## src/fmr_pkg.sv

```systemverilog
// Shared types and constants of the frequency and rate-of-change meter.
package fmr_pkg;

  // Fixed field widths of the item and result channels.
  localparam int RATE_W      = 16;
  localparam int IN_COUNT_W  = 16;
  localparam int STAMP_W     = 32;
  localparam int FREQ_W      = 32;
  localparam int ROCOF_W     = 45;
  localparam int ROCOF_MAG_W = 44;

  // Width of the product of a frequency difference and the sample rate.
  localparam int PROD_W = FREQ_W + RATE_W;

  // Reset value of the sample rate register.
  localparam logic [RATE_W-1:0] RATE_RESET = 16'd16000;

  // Configuration port layout.
  localparam int APB_ADDR_W = 3;
  localparam int APB_DATA_W = 32;
  localparam int REG_IDX_W  = APB_ADDR_W - 2;
  localparam logic [REG_IDX_W-1:0] REG_SAMPLE_RATE = 1'b0;

  // Sequencer states.
  typedef enum logic [2:0] {
    ST_IDLE,
    ST_FREQ_DIV,
    ST_ROC_MUL,
    ST_ROC_START,
    ST_ROC_DIV,
    ST_DONE
  } fmr_state_t;

endpackage

```

## src/frequency_and_rocof_meter_core.sv

```systemverilog
// Top level of the frequency and rate-of-change-of-frequency meter.
//
//  Channel  Direction  Handshake                 Payload
//  in_      input      in_valid / in_ready       sample_count, time_stamp
//  out_     output     out_valid / out_ready     frequency, rocof, rocof_valid, count, stamp
//  cfg_     config     APB-style, pready high    sample_rate at byte address 0
//
// A nonzero count makes two passes through the one-bit-per-cycle divider from
// acceptance to result; the first count after reset needs one pass. A zero count is
// taken and dropped. in_ready is high only while the sequencer is idle. rst_n
// is synchronous and clears the stored history. A finished result waits in the
// output register, and the block still takes the next item while it waits.
module frequency_and_rocof_meter_core #(
  parameter int COUNT_BITS = 16,
  parameter int FRAC_BITS  = 16
) (
  input  logic                                clk,
  input  logic                                rst_n,
  // Item channel
  input  logic                                in_valid,
  output logic                                in_ready,
  input  logic [fmr_pkg::IN_COUNT_W-1:0]      in_sample_count,
  input  logic [fmr_pkg::STAMP_W-1:0]         in_time_stamp,
  // Result channel
  output logic                                out_valid,
  input  logic                                out_ready,
  output logic [fmr_pkg::FREQ_W-1:0]          out_frequency_q16,
  output logic signed [fmr_pkg::ROCOF_W-1:0]  out_rocof_q16,
  output logic                                out_rocof_valid,
  output logic [fmr_pkg::IN_COUNT_W-1:0]      out_count_out,
  output logic [fmr_pkg::STAMP_W-1:0]         out_stamp_out,
  // Configuration port
  input  logic                                cfg_psel,
  input  logic                                cfg_penable,
  input  logic                                cfg_pwrite,
  input  logic [fmr_pkg::APB_ADDR_W-1:0]      cfg_paddr,
  input  logic [fmr_pkg::APB_DATA_W-1:0]      cfg_pwdata,
  output logic [fmr_pkg::APB_DATA_W-1:0]      cfg_prdata,
  output logic                                cfg_pready
);

  // Only the low bits of the count take part, at most the field width.
  localparam int CW     = (COUNT_BITS < fmr_pkg::IN_COUNT_W) ? COUNT_BITS
                                                             : fmr_pkg::IN_COUNT_W;
  localparam int SUM_W  = CW + 1;
  localparam int FNUM_W = fmr_pkg::RATE_W + FRAC_BITS;
  localparam int RNUM_W = fmr_pkg::PROD_W + 1;
  localparam int NUM_W  = (FNUM_W > RNUM_W) ? FNUM_W : RNUM_W;

  fmr_pkg::fmr_state_t state_r, state_nxt;

  logic [fmr_pkg::RATE_W-1:0]  sample_rate;
  logic [CW-1:0]               count_in;
  logic                        accept;

  // Stored history.
  logic [fmr_pkg::FREQ_W-1:0]  last_freq_r, last_freq_nxt;
  logic [CW-1:0]               last_count_r, last_count_nxt;
  logic                        have_last_r, have_last_nxt;

  // Work registers of the item in flight.
  logic [CW-1:0]               count_r, count_nxt;
  logic [fmr_pkg::STAMP_W-1:0] stamp_r, stamp_nxt;
  logic [fmr_pkg::FREQ_W-1:0]  freq_r, freq_nxt;
  logic [fmr_pkg::FREQ_W-1:0]  diff_r, diff_nxt;
  logic                        neg_r, neg_nxt;
  logic [fmr_pkg::PROD_W-1:0]  prod_r, prod_nxt;
  logic [fmr_pkg::ROCOF_W-1:0] rocof_r, rocof_nxt;
  logic                        rvalid_r, rvalid_nxt;

  // Output register.
  logic                        out_valid_r, out_valid_nxt;
  logic [fmr_pkg::FREQ_W-1:0]  out_freq_r, out_freq_nxt;
  logic [fmr_pkg::ROCOF_W-1:0] out_rocof_r, out_rocof_nxt;
  logic                        out_rvalid_r, out_rvalid_nxt;
  logic [CW-1:0]               out_count_r, out_count_nxt;
  logic [fmr_pkg::STAMP_W-1:0] out_stamp_r, out_stamp_nxt;

  // Divider interface.
  logic                        div_start;
  logic [NUM_W-1:0]            div_num;
  logic [SUM_W-1:0]            div_den;
  logic                        div_done;
  logic [NUM_W-1:0]            div_quot;

  // Saturated division results.
  logic [fmr_pkg::FREQ_W-1:0]      freq_sat;
  logic [fmr_pkg::ROCOF_MAG_W-1:0] mag_sat;
  logic [fmr_pkg::ROCOF_W-1:0]     mag_ext;

  fmr_cfg u_cfg (
    .clk           (clk),
    .rst_n         (rst_n),
    .cfg_psel      (cfg_psel),
    .cfg_penable   (cfg_penable),
    .cfg_pwrite    (cfg_pwrite),
    .cfg_paddr     (cfg_paddr),
    .cfg_pwdata    (cfg_pwdata),
    .cfg_prdata    (cfg_prdata),
    .cfg_pready    (cfg_pready),
    .sample_rate_o (sample_rate)
  );

  fmr_div #(
    .NUM_W (NUM_W),
    .DEN_W (SUM_W)
  ) u_div (
    .clk     (clk),
    .rst_n   (rst_n),
    .start_i (div_start),
    .num_i   (div_num),
    .den_i   (div_den),
    .done_o  (div_done),
    .quot_o  (div_quot)
  );

  assign count_in = in_sample_count[CW-1:0];
  assign in_ready = (state_r == fmr_pkg::ST_IDLE);
  assign accept   = in_valid & in_ready;

  // Clamp the quotients to their field ranges.
  assign freq_sat = (|div_quot[NUM_W-1:fmr_pkg::FREQ_W]) ? '1
                                                         : div_quot[fmr_pkg::FREQ_W-1:0];
  assign mag_sat  = (|div_quot[NUM_W-1:fmr_pkg::ROCOF_MAG_W]) ? '1
                                                              : div_quot[fmr_pkg::ROCOF_MAG_W-1:0];
  assign mag_ext  = {1'b0, mag_sat};

  // Sequencer: frequency division, multiply, rate division, result hand-off.
  always_comb begin
    state_nxt      = state_r;
    last_freq_nxt  = last_freq_r;
    last_count_nxt = last_count_r;
    have_last_nxt  = have_last_r;
    count_nxt      = count_r;
    stamp_nxt      = stamp_r;
    freq_nxt       = freq_r;
    diff_nxt       = diff_r;
    neg_nxt        = neg_r;
    prod_nxt       = prod_r;
    rocof_nxt      = rocof_r;
    rvalid_nxt     = rvalid_r;
    out_valid_nxt  = out_valid_r & ~out_ready;
    out_freq_nxt   = out_freq_r;
    out_rocof_nxt  = out_rocof_r;
    out_rvalid_nxt = out_rvalid_r;
    out_count_nxt  = out_count_r;
    out_stamp_nxt  = out_stamp_r;
    div_start      = 1'b0;
    div_num        = NUM_W'({sample_rate, {FRAC_BITS{1'b0}}});
    div_den        = SUM_W'(count_in);

    case (state_r)
      fmr_pkg::ST_IDLE: begin
        // A zero count is taken and dropped.
        if (accept && (count_in != '0)) begin
          count_nxt = count_in;
          stamp_nxt = in_time_stamp;
          div_start = 1'b1;
          state_nxt = fmr_pkg::ST_FREQ_DIV;
        end
      end
      fmr_pkg::ST_FREQ_DIV: begin
        if (div_done) begin
          freq_nxt = freq_sat;
          neg_nxt  = (freq_sat < last_freq_r);
          diff_nxt = (freq_sat < last_freq_r) ? (last_freq_r - freq_sat)
                                              : (freq_sat - last_freq_r);
          if (have_last_r) begin
            state_nxt = fmr_pkg::ST_ROC_MUL;
          end else begin
            rocof_nxt  = '0;
            rvalid_nxt = 1'b0;
            state_nxt  = fmr_pkg::ST_DONE;
          end
        end
      end
      fmr_pkg::ST_ROC_MUL: begin
        prod_nxt  = fmr_pkg::PROD_W'(diff_r) * fmr_pkg::PROD_W'(sample_rate);
        state_nxt = fmr_pkg::ST_ROC_START;
      end
      fmr_pkg::ST_ROC_START: begin
        // Divide twice the product by the sum of both counts.
        div_start = 1'b1;
        div_num   = NUM_W'({prod_r, 1'b0});
        div_den   = SUM_W'(count_r) + SUM_W'(last_count_r);
        state_nxt = fmr_pkg::ST_ROC_DIV;
      end
      fmr_pkg::ST_ROC_DIV: begin
        if (div_done) begin
          rocof_nxt  = neg_r ? (~mag_ext + 1'b1) : mag_ext;
          rvalid_nxt = 1'b1;
          state_nxt  = fmr_pkg::ST_DONE;
        end
      end
      fmr_pkg::ST_DONE: begin
        // Load the output register once it is free, and update the history.
        if (!out_valid_r || out_ready) begin
          out_valid_nxt  = 1'b1;
          out_freq_nxt   = freq_r;
          out_rocof_nxt  = rocof_r;
          out_rvalid_nxt = rvalid_r;
          out_count_nxt  = count_r;
          out_stamp_nxt  = stamp_r;
          last_freq_nxt  = freq_r;
          last_count_nxt = count_r;
          have_last_nxt  = 1'b1;
          state_nxt      = fmr_pkg::ST_IDLE;
        end
      end
      default: begin
        state_nxt = fmr_pkg::ST_IDLE;
      end
    endcase
  end

  // Control state and stored history.
  always_ff @(posedge clk) begin
    if (!rst_n) begin
      state_r      <= fmr_pkg::ST_IDLE;
      out_valid_r  <= 1'b0;
      last_freq_r  <= '0;
      last_count_r <= '0;
      have_last_r  <= 1'b0;
    end else begin
      state_r      <= state_nxt;
      out_valid_r  <= out_valid_nxt;
      last_freq_r  <= last_freq_nxt;
      last_count_r <= last_count_nxt;
      have_last_r  <= have_last_nxt;
    end
  end

  // Payload registers.
  always_ff @(posedge clk) begin
    count_r      <= count_nxt;
    stamp_r      <= stamp_nxt;
    freq_r       <= freq_nxt;
    diff_r       <= diff_nxt;
    neg_r        <= neg_nxt;
    prod_r       <= prod_nxt;
    rocof_r      <= rocof_nxt;
    rvalid_r     <= rvalid_nxt;
    out_freq_r   <= out_freq_nxt;
    out_rocof_r  <= out_rocof_nxt;
    out_rvalid_r <= out_rvalid_nxt;
    out_count_r  <= out_count_nxt;
    out_stamp_r  <= out_stamp_nxt;
  end

  assign out_valid         = out_valid_r;
  assign out_frequency_q16 = out_freq_r;
  assign out_rocof_q16     = out_rocof_r;
  assign out_rocof_valid   = out_rvalid_r;
  assign out_count_out     = fmr_pkg::IN_COUNT_W'(out_count_r);
  assign out_stamp_out     = out_stamp_r;

endmodule

```

## src/fmr_cfg.sv

```systemverilog
// Configuration register file with an APB-style access port.
module fmr_cfg (
  input  logic                            clk,
  input  logic                            rst_n,
  input  logic                            cfg_psel,
  input  logic                            cfg_penable,
  input  logic                            cfg_pwrite,
  input  logic [fmr_pkg::APB_ADDR_W-1:0]  cfg_paddr,
  input  logic [fmr_pkg::APB_DATA_W-1:0]  cfg_pwdata,
  output logic [fmr_pkg::APB_DATA_W-1:0]  cfg_prdata,
  output logic                            cfg_pready,
  output logic [fmr_pkg::RATE_W-1:0]      sample_rate_o
);

  logic [fmr_pkg::RATE_W-1:0]    sample_rate_r;
  logic [fmr_pkg::RATE_W-1:0]    sample_rate_nxt;
  logic [fmr_pkg::REG_IDX_W-1:0] reg_idx;
  logic                          wr_en;

  // The port never inserts wait states.
  assign cfg_pready = 1'b1;
  assign reg_idx    = cfg_paddr[fmr_pkg::APB_ADDR_W-1:2];
  assign wr_en      = cfg_psel & cfg_penable & cfg_pwrite & cfg_pready;

  // Register write decode; writes to unknown registers are ignored.
  always_comb begin
    sample_rate_nxt = sample_rate_r;
    if (wr_en && (reg_idx == fmr_pkg::REG_SAMPLE_RATE)) begin
      sample_rate_nxt = cfg_pwdata[fmr_pkg::RATE_W-1:0];
    end
  end

  always_ff @(posedge clk) begin
    if (!rst_n) begin
      sample_rate_r <= fmr_pkg::RATE_RESET;
    end else begin
      sample_rate_r <= sample_rate_nxt;
    end
  end

  // Read back.
  always_comb begin
    cfg_prdata = '0;
    if (reg_idx == fmr_pkg::REG_SAMPLE_RATE) begin
      cfg_prdata = fmr_pkg::APB_DATA_W'(sample_rate_r);
    end
  end

  assign sample_rate_o = sample_rate_r;

endmodule

```

## src/fmr_div.sv

```systemverilog
// Shared restoring divider that produces one quotient bit per cycle.
module fmr_div #(
  parameter int NUM_W = 49,
  parameter int DEN_W = 17
) (
  input  logic             clk,
  input  logic             rst_n,
  input  logic             start_i,
  input  logic [NUM_W-1:0] num_i,
  input  logic [DEN_W-1:0] den_i,
  output logic             done_o,
  output logic [NUM_W-1:0] quot_o
);

  localparam int CNT_W = $clog2(NUM_W + 1);

  logic             busy_r, busy_nxt;
  logic             done_r, done_nxt;
  logic [CNT_W-1:0] cnt_r, cnt_nxt;
  logic [DEN_W-1:0] rem_r, rem_nxt;
  logic [DEN_W-1:0] den_r, den_nxt;
  logic [NUM_W-1:0] quo_r, quo_nxt;
  logic [DEN_W:0]   shifted;
  logic [DEN_W:0]   trial;
  logic             fits;

  // One restoring step: shift in the next dividend bit and try the subtract.
  assign shifted = {rem_r, quo_r[NUM_W-1]};
  assign trial   = shifted - {1'b0, den_r};
  assign fits    = (shifted >= {1'b0, den_r});

  always_comb begin
    busy_nxt = busy_r;
    done_nxt = 1'b0;
    cnt_nxt  = cnt_r;
    rem_nxt  = rem_r;
    den_nxt  = den_r;
    quo_nxt  = quo_r;
    if (start_i) begin
      busy_nxt = 1'b1;
      cnt_nxt  = CNT_W'(NUM_W);
      rem_nxt  = '0;
      den_nxt  = den_i;
      quo_nxt  = num_i;
    end else if (busy_r) begin
      rem_nxt = fits ? trial[DEN_W-1:0] : shifted[DEN_W-1:0];
      quo_nxt = {quo_r[NUM_W-2:0], fits};
      cnt_nxt = cnt_r - 1'b1;
      if (cnt_r == CNT_W'(1)) begin
        busy_nxt = 1'b0;
        done_nxt = 1'b1;
      end
    end
  end

  // Control state.
  always_ff @(posedge clk) begin
    if (!rst_n) begin
      busy_r <= 1'b0;
      done_r <= 1'b0;
      cnt_r  <= '0;
    end else begin
      busy_r <= busy_nxt;
      done_r <= done_nxt;
      cnt_r  <= cnt_nxt;
    end
  end

  // Datapath.
  always_ff @(posedge clk) begin
    rem_r <= rem_nxt;
    den_r <= den_nxt;
    quo_r <= quo_nxt;
  end

  assign done_o = done_r;
  assign quot_o = quo_r;

endmodule
```

## config.mk

```make
export PLATFORM = sky130hd
export DESIGN_NAME = frequency_and_rocof_meter_core
export DESIGN_NICKNAME = d
export VERILOG_FILES = /design/src/fmr_pkg.sv /design/src/frequency_and_rocof_meter_core.sv /design/src/fmr_cfg.sv /design/src/fmr_div.sv
export SDC_FILE = /design/constraint.sdc
export NUM_CORES = 2
export LEC_CHECK = 0
export ABC_CLOCK_PERIOD_IN_PS = 7500
export BUFFER_PORTS_ARGS = -buffer_cell sky130_fd_sc_hd__buf_4
export CORE_MARGIN = 2
export CORE_UTILIZATION = 57
export CTS_CLUSTER_SIZE = 10
export DETAILED_ROUTE_END_ITERATION = 6
export GPL_TIMING_DRIVEN = 1
export PLACE_DENSITY = 0.78
export SLEW_MARGIN = 25
export SYNTH_ARGS = -nofsm -noshare
export SYNTH_HDL_FRONTEND = slang
export SYNTH_HIERARCHICAL = 1
export SYNTH_SLANG_ARGS = --single-unit
export TNS_END_PERCENT = 5
```

## constraint.sdc

```tcl
create_clock -name clk -period 7.5 [get_ports clk]
set_input_delay 1.125 -clock clk [delete_from_list [all_inputs] [get_ports clk]]
set_output_delay 1.125 -clock clk [all_outputs]
set_load 0.05 [all_outputs]
```

==> summary.txt <==
Outcome
  – Outcome: finished, final reports clean

Global route
  – Antenna violations before repair: 3
  – Pin count of the biggest net entering global routing: 66
  – Vias in the first global route: 30200
  – Global-route usage over all layers: 28.3%
  – Wire length of the first global-routing pass: 164000 µm
  – Overall overflow remaining after global route: 0

Timing
  – Maximum clock rate: around 140 MHz
  – Final worst-path cycle share: 95.4%
  – Max-Slew Margin vs Limit: 30.8%
  – Worst-case clock skew: between 0.03 and 0.04 ns
  – Clock period minus worst slack: 7.16 ns
  – Count of final hold-check violations: 0
  – Total setup violations reported at the end of the flow: 0
  – Final-layout worst hold slack: between 0.4 and 0.5 ns
  – Measured slew at the worst slew-check pin: 1.03 ns
  – Slew Viols, Final: 0
  – RSZ-0062 raised after global routing: yes

Layout
  – Count of placed standard cells in the final layout, fillers left out: 5211
  – Filler Cells Inserted: between 5000 and 6000
  – Relative area change from synthesis to final layout: 12.3%
  – Fraction of final layout cells with drive strength greater than 1: 13.2%
  – Layout net count: 4950
  – Layout Cell Area excl Fill: 45100 µm²

Critical path
  – Worst flop-to-flop path endpoint: diff_r[18]$_DFFE_PP_
  – Buffers and inverters on the worst path: 4
  – Cell type group with the largest total delay on the critical path: simple AND/OR/NAND/NOR gates
  – Cells traversed along the worst timing path: nor4_4 > or4b_1 > or2_1 > or3_1 > or3_4 > or4_4 > or3_4 > or2_4 > inv_2 > ha_1 > inv_1 > fa_1 > a21oi_1 > o22ai_1 > o21a_1 > a31oi_1 > o21ai_0 > buf_4 > nor2_4 > buf_4 > mux2i_1 > a31oi_1 > xnor2_1
  – Cell count of the worst reg-to-reg path: 23
  – Peak per-stage delay on the critical path: 0.49 ns
  – Kind of end point of the critical path: flip-flop
  – Worst reg2reg setup slack: 0.34 ns
  – Worst reg2reg path startpoint: u_div/quot_o[45]$_DFFE_PP_
  – Start-to-end type of the worst setup path: flip-flop to flip-flop
  – Slowest cell on crit path: sky130_fd_sc_hd__or4b_1
  – Worst setup SP type: flip-flop
  – Endpoint arrival time on the critical path: ~7.5 ns
  – Required time at the worst-slack endpoint: 7.86 ns
  – Critical path peak fanout: 18

CTS
  – Clock buffers created by TritonCTS: 59
  – TritonCTS clock tree: yes
  – CTS Sinks: 493
  – Clock root buffer: sky130_fd_sc_hd__clkbuf_16
  – Buffer depth of the longest clock path: 3
  – CTS H-tree lvls: 2
  – Clock latency reported for the late side of the worst-skew pair: 0.64 ns
  – Clock transition at the registers of the reported paths: about 0.06 ns

Drt
  – Post-Route WL: 102000 µm
  – Remaining antenna violation count: 0
  – Number of iterations in the first detailed-routing pass: 6
  – DRC marker count from the first detailed-route iteration: 2373
  – Number of remaining DRC errors: 0
  – Total via count in the routed design: 29600
  – Routed length per placed instance: 19.5 µm
  – Average via count per standard cell: 5.68

Synth
  – Cell taking the most area after synthesis: sky130_fd_sc_hd__edfxtp_1
  – Post-synth top cells: 603 x sky130_fd_sc_hd__nand2_1, 530 x sky130_fd_sc_hd__inv_1, 422 x sky130_fd_sc_hd__fa_1
  – Post-synthesis sequential area ratio: 34.5%
  – Number of unique standard cell types used by synthesis: 80
  – Top area cells in the synthesized netlist: sky130_fd_sc_hd__edfxtp_1 30%, sky130_fd_sc_hd__fa_1 21%, sky130_fd_sc_hd__ha_1 6.8%, sky130_fd_sc_hd__nand2_1 5.6%, sky130_fd_sc_hd__inv_1 4.9%
  – Mapped Area: 40200 µm²
  – Area share of the largest cell type after synthesis: 29.8%
  – Async set-or-reset flop fraction in the synthesized netlist: 0%
  – FF+latch count, synth: approximately 500
  – Post-Synthesis Cells: 4013
  – Mean instance size in the synthesized netlist: 10.0 µm²
  – Number of enable flip-flop cells after synthesis: 399
  – Post-synth top flop: sky130_fd_sc_hd__edfxtp_1
  – Synth Warn #: 6
  – Most frequently used cell type in the post-synthesis netlist: sky130_fd_sc_hd__nand2_1

Floorplanning
  – FP Rows: 97
  – Effective utilization at floorplan: 57.5%
  – Total Die Area: 72700 µm²
  – Core Region: 69900 µm²
  – Die Wd: 270 µm
  – Vertical die dimension: roughly 270 µm
  – I/O pin cnt: 251

Min path
  – WHS Endpoint: out_rocof_q16[2]$_DFFE_PP_
  – Hold Crit Class: flip-flop to flip-flop
  – Worst hold start: rocof_r[2]$_SDFFCE_PN0P_
  – Number of instances on the worst hold path: 0

Pwr
  – Final Total Pwr: 11.6 mW
  – Leakage power summed over all cells: 19.3 nW
  – Peak supply drop: 0.000192 V
  – Ratio of total power to cell area: 258 nW/µm²

Placement
  – I/O Buffers: around 220
  – Post-Place Cells: 5081
  – Final Wtd Congestion: 0.921
  – Detailed Place HPWL: 76900 µm
  – DP Area: 43100 µm²

Flow run
  – Max_cap viols: 0
repair_timing:
item,in CTS,in global routing
buffers inserted,2,15
gates resized for setup,1,6
gates cloned,0,0
endpoints found under the setup margin,2,10
hold buffers,0,0
pin swaps,0,1
hold endpoints to repair,0,0
per-stage QoR:
step	util, %	TNS, ns	worst slack (ns)
3_3_place_gp	61.6	-0.0267	-0.0267
4_1_cts	64.2	0	0.0635
6_report	64.6	0	0.344
5_1_grt	64.6	-0.0573	-0.0452
2_1_floorplan	-	0	0.634
3_5_place_dp	61.6	-0.279	-0.144
power breakdown:
part / leakage, nW / internal, mW / total, mW / switching [mW]
registers: 4.23 / 3.63 / 4.09 / 0.459
logic: 14.2 / 1.91 / 4.87 / 2.96
clock network: 0.857 / 1.54 / 2.67 / 1.14
registers in the layout, indices dropped and copies added, names as in the netlist, 3 cells and up:
name / flops
state_r: 3
u_div/cnt_r: 6
u_div/rem_r: 17
out_count_out: 16
u_div/quot_o: 49
last_freq_r: 32
count_r: 16
rocof_r: 45
out_stamp_out: 32
out_rocof_q16: 45
prod_r: 48
last_count_r: 16
diff_r: 32
freq_r: 32
out_frequency_q16: 32
u_div/den_r: 17
u_cfg/sample_rate_o: 16
stamp_r: 32
cell type report:
cell class / instances / area (µm²) / area share (%)
Clock buffer: 101 / 1650 / 3.66
Sequential cell: 493 / 13900 / 30.7
Inverter: 561 / 2110 / 4.68
Clock inverter: 11 / 168 / 0.371
Tap cell: 940 / 1180 / 2.60
Multi-Input combinational cell: 2772 / 23500 / 52.0
Antenna cell: 1 / 2.50 / 0.00554
Timing Repair Buffer: 332 / 2700 / 5.97
how the worst max path moves through the flow:
stage | startpoint | endpoint | slack, ns | cells after the start
floorplan | diff_r[29]$_DFFE_PP_ | prod_r[46]$_DFFE_PP_ | 0.63 | 24
global placement | u_cfg/sample_rate_o[11]$_SDFFE_PN1P_ | prod_r[46]$_DFFE_PP_ | -0.03 | 23
detailed placement | diff_r[30]$_DFFE_PP_ | prod_r[42]$_DFFE_PP_ | -0.14 | 23
CTS | u_cfg/sample_rate_o[10]$_SDFFE_PN1P_ | prod_r[42]$_DFFE_PP_ | 0.06 | 21
global route | u_div/quot_o[45]$_DFFE_PP_ | diff_r[18]$_DFFE_PP_ | -0.05 | 23
finish | u_div/quot_o[45]$_DFFE_PP_ | diff_r[18]$_DFFE_PP_ | 0.34 | 23
metal layers:
metal / routed length [µm] / GRT usage, % / part of all wire, % / vias up
li1: - / - / - / 13500
met1: 41800 / 38.6 / 41 / 14600
met2: 47600 / 45.9 / 47 / 1234
met3: 8780 / 5.01 / 8.6 / 227
met4: 3530 / 9.88 / 3.5 / 2
met5: 11 / 0 / 0.011 / -
cells in the final DEF, fill, tap and decap left out, types with 106 or more instances in the layout:
master                       n
sky130_fd_sc_hd__a21oi_1   143
sky130_fd_sc_hd__and2_1    225
sky130_fd_sc_hd__buf_4     315
sky130_fd_sc_hd__edfxtp_1  399
sky130_fd_sc_hd__fa_1      422
sky130_fd_sc_hd__ha_1      218
sky130_fd_sc_hd__inv_1     528
sky130_fd_sc_hd__nand2_1   603
sky130_fd_sc_hd__nor2_1    184
sky130_fd_sc_hd__o21ai_0   106
logic make-up (layout without fill, tap and decap cells):
| group | after synthesis | in the layout | synth area share, % |
|---|---|---|---|
| adder cells (fa/ha/maj) | 641 | 641 | 27.8 |
| AO/OA/AOI/OAI | 562 | 562 | 9.14 |
| XOR/XNOR | 127 | 127 | 2.77 |
| multiplexers | 83 | 83 | 2.22 |
| other | 3 | 19 | 0.0280 |
| flip-flops | 493 | 493 | 34.5 |
| buffers and inverters | 763 | 1005 | 7.43 |
| AND/OR/NAND/NOR | 1341 | 1341 | 16.1 |
Note: power is estimated with default switching activity, not from simulation.
